File: src/sv/fpfa_pkg.sv
package fpfa_pkg;

    localparam int OP_W     = 2;
    localparam int BIDX_W   = 4;
    localparam int AMOUNT_W = 16;
    localparam int STATUS_W = 2;
    localparam int COUNT_W  = 5;

    localparam int IN_TDATA_W  = 24;
    localparam int OUT_TDATA_W = 8;

    localparam logic [COUNT_W-1:0] COUNT_RESET = 5'd16;

    localparam logic [OP_W-1:0] OP_LOAD  = 2'd0;
    localparam logic [OP_W-1:0] OP_FIRST = 2'd1;
    localparam logic [OP_W-1:0] OP_BEST  = 2'd2;
    localparam logic [OP_W-1:0] OP_WORST = 2'd3;

    localparam logic [STATUS_W-1:0] ST_ALLOC  = 2'd0;
    localparam logic [STATUS_W-1:0] ST_FAIL   = 2'd1;
    localparam logic [STATUS_W-1:0] ST_LOADED = 2'd2;

endpackage

File: src/sv/fixed_partition_fit_allocator_top.sv
// Fixed-partition allocator. A load transaction writes one block size and frees the block.
// Its result is registered from the done state once the output register is free. A first, best
// or worst fit transaction scans blocks 0 .. L-1, where L = min(block_count, NUM_BLOCKS).
// It reads one size per cycle from the size memory and feeds it to a single compare unit.
// A load goes from idle straight to the done state, a fit through the scan state first. One
// transaction is in flight at a time; a new one is accepted while the previous result still
// waits on the output register. A stalled output holds the block in its result state until
// the output register frees up. block_count must be written only while idle; the block
// itself does not enforce this.
module fixed_partition_fit_allocator_top #(
    parameter int NUM_BLOCKS = 16
) (
    input  logic                                 clk,
    input  logic                                 rst_n,
    input  logic                                 cfg_we,
    input  logic [fpfa_pkg::COUNT_W-1:0]         cfg_wdata,
    input  logic                                 s_axis_tvalid,
    output logic                                 s_axis_tready,
    // op [1:0], block_index [5:2], amount [21:6], zero [23:22]
    input  logic [fpfa_pkg::IN_TDATA_W-1:0]      s_axis_tdata,
    output logic                                 m_axis_tvalid,
    input  logic                                 m_axis_tready,
    // status [1:0], chosen_block [5:2], zero [7:6]
    output logic [fpfa_pkg::OUT_TDATA_W-1:0]     m_axis_tdata
);
    import fpfa_pkg::*;

    localparam int IDX_W = (NUM_BLOCKS > 1) ? $clog2(NUM_BLOCKS) : 1;
    localparam int CNT_W = $clog2(NUM_BLOCKS + 1);

    typedef enum logic [1:0] {
        S_IDLE,
        S_SCAN,
        S_DONE
    } state_t;

    state_t                 state_reg;
    logic [COUNT_W-1:0]     block_count_reg;
    logic [OP_W-1:0]        op_reg;
    logic [BIDX_W-1:0]      bidx_reg;
    logic [AMOUNT_W-1:0]    amount_reg;
    logic                   in_range_reg;
    logic [CNT_W-1:0]       limit_reg;
    logic [CNT_W-1:0]       rd_idx_reg;
    logic                   pend_reg;
    logic [IDX_W-1:0]       pend_idx_reg;
    logic                   found_reg;
    logic [IDX_W-1:0]       pick_reg;
    logic [AMOUNT_W-1:0]    pick_size_reg;
    logic [NUM_BLOCKS-1:0]  taken_reg;
    logic                   out_valid_reg;
    logic [STATUS_W-1:0]    out_status_reg;
    logic [BIDX_W-1:0]      out_block_reg;

    logic [AMOUNT_W-1:0]    size_mem [NUM_BLOCKS];
    logic [AMOUNT_W-1:0]    size_q_reg;

    logic [OP_W-1:0]        in_op;
    logic [BIDX_W-1:0]      in_bidx;
    logic [AMOUNT_W-1:0]    in_amount;
    logic                   s_fire;
    logic                   out_free;
    logic                   in_range;
    logic                   mem_we;
    logic                   rd_go;
    logic                   fits;
    logic                   take;
    logic                   alloc_ok;

    assign in_op     = s_axis_tdata[1:0];
    assign in_bidx   = s_axis_tdata[5:2];
    assign in_amount = s_axis_tdata[21:6];

    assign s_axis_tready = (state_reg == S_IDLE);
    assign s_fire        = s_axis_tvalid && s_axis_tready;
    assign out_free      = !out_valid_reg || m_axis_tready;
    assign in_range      = (32'(in_bidx) < NUM_BLOCKS);
    assign mem_we        = s_fire && (in_op == OP_LOAD) && in_range;
    assign rd_go         = (state_reg == S_SCAN) && (rd_idx_reg < limit_reg);

    // shared compare unit
    assign fits = (size_q_reg >= amount_reg);
    always_comb
    begin
        case (op_reg)
            OP_FIRST: take = fits && !found_reg;
            OP_BEST:  take = fits && (!found_reg || (size_q_reg < pick_size_reg));
            OP_WORST: take = !found_reg || (size_q_reg > pick_size_reg);
            default:  take = 1'b0;
        endcase
    end

    assign alloc_ok = found_reg && !((op_reg == OP_WORST) && (pick_size_reg < amount_reg));

    always_ff @(posedge clk)
    begin
        if (mem_we)
        begin
            size_mem[IDX_W'(in_bidx)] <= in_amount;
        end
        size_q_reg <= size_mem[rd_idx_reg[IDX_W-1:0]];
    end

    always_ff @(posedge clk)
    begin
        pend_idx_reg  <= rd_idx_reg[IDX_W-1:0];
        if (s_fire)
        begin
            op_reg       <= in_op;
            bidx_reg     <= in_bidx;
            amount_reg   <= in_amount;
            in_range_reg <= in_range;
            if (32'(block_count_reg) > NUM_BLOCKS)
            begin
                limit_reg <= CNT_W'(NUM_BLOCKS);
            end
            else
            begin
                limit_reg <= CNT_W'(block_count_reg);
            end
        end
    end

    always_ff @(posedge clk or negedge rst_n)
    begin
        if (!rst_n)
        begin
            state_reg       <= S_IDLE;
            block_count_reg <= COUNT_RESET;
            rd_idx_reg      <= '0;
            pend_reg        <= 1'b0;
            found_reg       <= 1'b0;
            pick_reg        <= '0;
            pick_size_reg   <= '0;
            taken_reg       <= '0;
            out_valid_reg   <= 1'b0;
            out_status_reg  <= ST_FAIL;
            out_block_reg   <= '0;
        end
        else
        begin
            if (cfg_we)
            begin
                block_count_reg <= cfg_wdata;
            end
            if (out_valid_reg && m_axis_tready && (state_reg != S_DONE))
            begin
                out_valid_reg <= 1'b0;
            end
            case (state_reg)
                S_IDLE:
                begin
                    rd_idx_reg <= '0;
                    pend_reg   <= 1'b0;
                    found_reg  <= 1'b0;
                    if (s_fire)
                    begin
                        if (in_op == OP_LOAD)
                        begin
                            if (in_range)
                            begin
                                taken_reg[IDX_W'(in_bidx)] <= 1'b0;
                            end
                            state_reg <= S_DONE;
                        end
                        else
                        begin
                            state_reg <= S_SCAN;
                        end
                    end
                end
                S_SCAN:
                begin
                    pend_reg <= rd_go;
                    if (rd_go)
                    begin
                        rd_idx_reg <= rd_idx_reg + CNT_W'(1);
                    end
                    if (pend_reg && !taken_reg[pend_idx_reg] && take)
                    begin
                        found_reg     <= 1'b1;
                        pick_reg      <= pend_idx_reg;
                        pick_size_reg <= size_q_reg;
                    end
                    if (!rd_go && !pend_reg)
                    begin
                        state_reg <= S_DONE;
                    end
                end
                S_DONE:
                begin
                    if (out_free)
                    begin
                        out_valid_reg <= 1'b1;
                        state_reg     <= S_IDLE;
                        if (op_reg == OP_LOAD)
                        begin
                            out_status_reg <= in_range_reg ? ST_LOADED : ST_FAIL;
                            out_block_reg  <= in_range_reg ? bidx_reg : '0;
                        end
                        else if (alloc_ok)
                        begin
                            taken_reg[pick_reg] <= 1'b1;
                            out_status_reg      <= ST_ALLOC;
                            out_block_reg       <= BIDX_W'(pick_reg);
                        end
                        else
                        begin
                            out_status_reg <= ST_FAIL;
                            out_block_reg  <= '0;
                        end
                    end
                end
                default:
                begin
                    state_reg <= S_IDLE;
                end
            endcase
        end
    end

    assign m_axis_tvalid = out_valid_reg;
    assign m_axis_tdata  = {2'b00, out_block_reg, out_status_reg};

    a_one_at_a_time: assert property (@(posedge clk) disable iff (!rst_n)
        s_fire |=> !s_axis_tready)
        else $error("transaction accepted while busy");

    a_fail_zero_index: assert property (@(posedge clk) disable iff (!rst_n)
        (out_valid_reg && out_status_reg == ST_FAIL) |-> (out_block_reg == '0))
        else $error("failed result carries nonzero block");

    a_alloc_marks_taken: assert property (@(posedge clk) disable iff (!rst_n)
        ($rose(out_valid_reg) && out_status_reg == ST_ALLOC && op_reg != OP_LOAD)
            |-> taken_reg[pick_reg])
        else $error("allocated block not marked taken");

    a_pick_in_range: assert property (@(posedge clk) disable iff (!rst_n)
        (state_reg == S_SCAN && found_reg) |-> (CNT_W'(pick_reg) < limit_reg))
        else $error("picked block beyond active count");

endmodule
File: config.mk
export PLATFORM = sky130hd
export DESIGN_NAME = fixed_partition_fit_allocator_top
export DESIGN_NICKNAME = d
export VERILOG_FILES = /design/src/sv/fpfa_pkg.sv /design/src/sv/fixed_partition_fit_allocator_top.sv
export SDC_FILE = /design/constraint.sdc
export NUM_CORES = 1
export LEC_CHECK = 0
export ABC_AREA = 0
export BUFFER_PORTS_ARGS = -buffer_cell sky130_fd_sc_hd__buf_4
export CORE_ASPECT_RATIO = 0.6
export CORE_UTILIZATION = 30
export DETAILED_ROUTE_END_ITERATION = 6
export MAX_ROUTING_LAYER = met4
export PLACE_DENSITY_LB_ADDON = 0.08
export SYNTH_ARGS = -nofsm -noshare
export SYNTH_HDL_FRONTEND = slang
export SYNTH_SLANG_ARGS = --single-unit
File: constraint.sdc
create_clock -name clk -period 2.4 [get_ports clk]
set_input_delay 0 -clock clk [delete_from_list [all_inputs] [get_ports clk]]
set_output_delay 0 -clock clk [all_outputs]
set_load 0.02 [all_outputs]
==> summary.md <==
| Metric | Value |
|---|---|
| Number of synthesized flops with an enable pin | 283 |
| CP required | 2820 ps |
| Relative slew slack | 46.4% |
| TritonCTS Sinks | 360 |
| CP delay by family, top | compound AO/OA/AOI/OAI gates |
| Distinct cells, synth | 51 |
| Die Y | 174 um |
| CP max stage cell | o32a_4 |
| Max VDD drop | 0.000480 V |
| Max FFs per register | 256 |
| Placed inst area | 16700 sq um |
| Post-Layout Cell Count | 1662 |
| Synth Warn # | 0 |
| Fin crit share | 106% |
| Synthesis-to-layout area growth | 24.5% |
| Placed cell count | 1553 |
| Worst path depth | 9 |
| # DRC | 0 |
| R2r startpoint | pick_size_reg[5] |
| Worst-margin pin slew | 804 ps |
| Die Span X | 289 um |
| Final Setup Violations | 20 |
| Fin crit period | 2540 ps |
| Pwr per Cell Area | 1090 nW/um^2 |
| Buffers on Ports | 39 |
| Max Slew Vio Count | 0 |
| Full die area | 50500 sq um |
| Area of the mapped netlist | 14900 sq um |
| Routed Wire Length | 39.6 mm |
| Largest Register | size_mem |
| Fillers | 4486 |
| Asr flop ratio synth | 15.8% |
| CP Data Arrival Time | 2970 ps |
| Failing checks | negative setup slack |
| Total CTS buffers | 38 |
| Net count, final | 1081 |
| WS Path Type | reg2reg |
| Seq cells post-synth | 360 |
| Placer Congestion | 0.793 |
| Main synth FF type | edfxtp_1 |
| FF-to-FF setup slack | -140 ps |
| Post-Syn Instances | 830 |
| 1st-pass router iterations | 5 |
| DPL Wire Length | 24.8 mm |
| Final worst setup slack | -143 ps |
| CTS tree | done |
| Clock root buffer | clkbuf_16 |
| Layout cells sized above 1 | 32.8% |
| Post-layout util | 38.2% |
| Per-cell routed wire length | 23.8 um |
| CTS Buffer Depth | 3 |
| RSZ-0062 raised after global routing | true |
| Hold Worst Slack | 79.6 ps |
| Final instance area | 18500 sq um |
| Worst Path Max Fanout | 6 |
| I/O Pins | 44 |
| Initial Util | 30.7% |
| Rows | 62 |
| Crit path largest cell delay | 420 ps |
| Bufs and invs on worst path | 2 |
| Antenna violations before repair | 3 |
| Critical path cell sequence | inv_1, ha_4, a21o_1, a221o_1, a22oi_2, a41oi_2, o32a_4, clkbuf_16, mux2_4 |
| Setup Skew | 13.3 ps |
| RR Endpoint | pick_size_reg[1] |
| Leak Pwr | 0.00660 uW |
| GR Overflow Total | 0 |
| Worst Setup Start Kind | flop |
| Vias/cell | 4.86 |
| Register area | 10300 sq um |
| Top post-synthesis cells by area | edfxtp_1, mux4_2, dfrtp_1 |
| Area of the multi-input gates | 4360 sq um |
| Gr usage total | 16.8% |
| Status | finished, violations left |
| Clk_lat worst skew | 540 ps |
| Max-Cap Viols | 0 |
| CTS clk-pin slew, worst paths | 60 ps |
| Vias | 8076 |
| Routed Antenna Nets | 0 |
| Syn Area/Cell | 17.9 sq um |
| Core box area | 48400 sq um |
| Sequential share of the synthesized area | 69.4% |
| Reg2reg path depth | 9 |
| Share of the synthesized area in the top cell type | 57.1% |
| Post-route total power | 20100 uW |
| Max Clk Rate | 393 MHz |
| Initial drt markers | 578 |
| CTS H-Tree Depth | 2 |
| Largest net degree at the start of global routing | 58 |
| Worst min path class | in2async |
| Leading area contributor after synthesis | edfxtp_1 |
| Final hold viol count | 0 |
| Number of global-route vias before repair | 8586 |
| First-pass GRT wire length | 58.8 mm |
| Setup crit end kind | flop |
==> cells in the final DEF, fill, tap and decap left out, drive strengths merged, types with 22 or more instances in the layout <==
cell and instances:
edfxtp 283, buf 121, mux4 82, dfrtp 55, ha 55, inv 51, clkbuf 50, dlygate4sd3 35
nand2 33, nor2 33, o21ai 25, mux2 25, o31ai 22
==> stage by stage <==
| stage | TNS (ps) | worst slack (ps) |
|---|---|---|
| 2_1_floorplan | -20960 | -206 |
| 3_3_place_gp | -4400 | -231 |
| 3_5_place_dp | -4880 | -256 |
| 4_1_cts | -1770 | -100 |
| 5_1_grt | -3600 | -199 |
| 6_report | -2450 | -143 |
==> cell families after synthesis <==
logic type / count (synthesis) / synth area share [%]
AOI/OAI and AO/OA: 99 / 4.35
adders and majority gates: 55 / 4.63
buffers and inverters: 83 / 2.42
DFF: 360 / 69.4
muxes: 116 / 15.4
other: 1 / 0.0252
and+or+nand+nor: 116 / 3.75
==> per-layer routing <==
metal	track usage, %	vias up	part of all wire [%]	wire length (um)
met5	-	-	0	0
met1	25.3	4262	51	20400
met4	3.49	0	1.6	629
met3	3.08	56	5.0	1980
li1	-	3586	-	-
met2	23.4	172	42	16600
==> worst max-delay path by stage <==
| stage | start | to |
|---|---|---|
| 2_1_floorplan | state_reg[1] | size_mem[5][0] |
| 3_3_place_gp | amount_reg[0] | pick_size_reg[11] |
| 3_5_place_dp | amount_reg[0] | pick_size_reg[11] |
| 4_1_cts | pick_size_reg[5] | pick_size_reg[11] |
| 5_1_grt | amount_reg[0] | pick_size_reg[2] |
| 6_report | pick_size_reg[5] | pick_size_reg[1] |
==> synth_stat cells, drive strengths merged, types with 2 or more instances <==
library cell  number
edfxtp           283
o22a               3
nor3b              4
nor2              33
mux2              25
nor2b              9
o31ai             22
nand4              3
mux2i              9
inv               47
nand3             10
buf               11
dfxtp             20
or3                3
nand2b            10
o21ai             25
a31oi              2
a211oi             4
mux4              82
a21o               8
and3               2
nand2             33
clkbuf            25
or2                2
ha                55
a21oi             20
and2               2
dfrtp             55
o211ai             4
dfstp              2
==> repair_timing <==
action	CTS	global route
cloned	0	1
hold endpoints to repair	348	0
gates resized for setup	9	17
endpoints found under the setup margin	21	40
hold buffers	35	0
pin swaps	3	12
buffers inserted	2	1
==> cell type report <==
cell class                      count  share of cell area [%]
Multi-Input combinational cell    388                    23.6
Tap cell                          640                    4.33
Antenna cell                        2                  0.0270
Clock inverter                     19                    1.09
Inverter                           47                   0.953
Sequential cell                   360                    55.8
Timing Repair Buffer              157                    8.62
Clock buffer                       49                    5.58
==> where the power goes <==
| group | switching (uW) | total, uW | internal [uW] |
|---|---|---|---|
| logic | 3000 | 6190 | 3190 |
| clock network | 2500 | 5890 | 3390 |
| registers | 626 | 8010 | 7380 |
| total | 6130 | 20100 | 14000 |
Note: power is estimated with default switching activity, not from simulation.
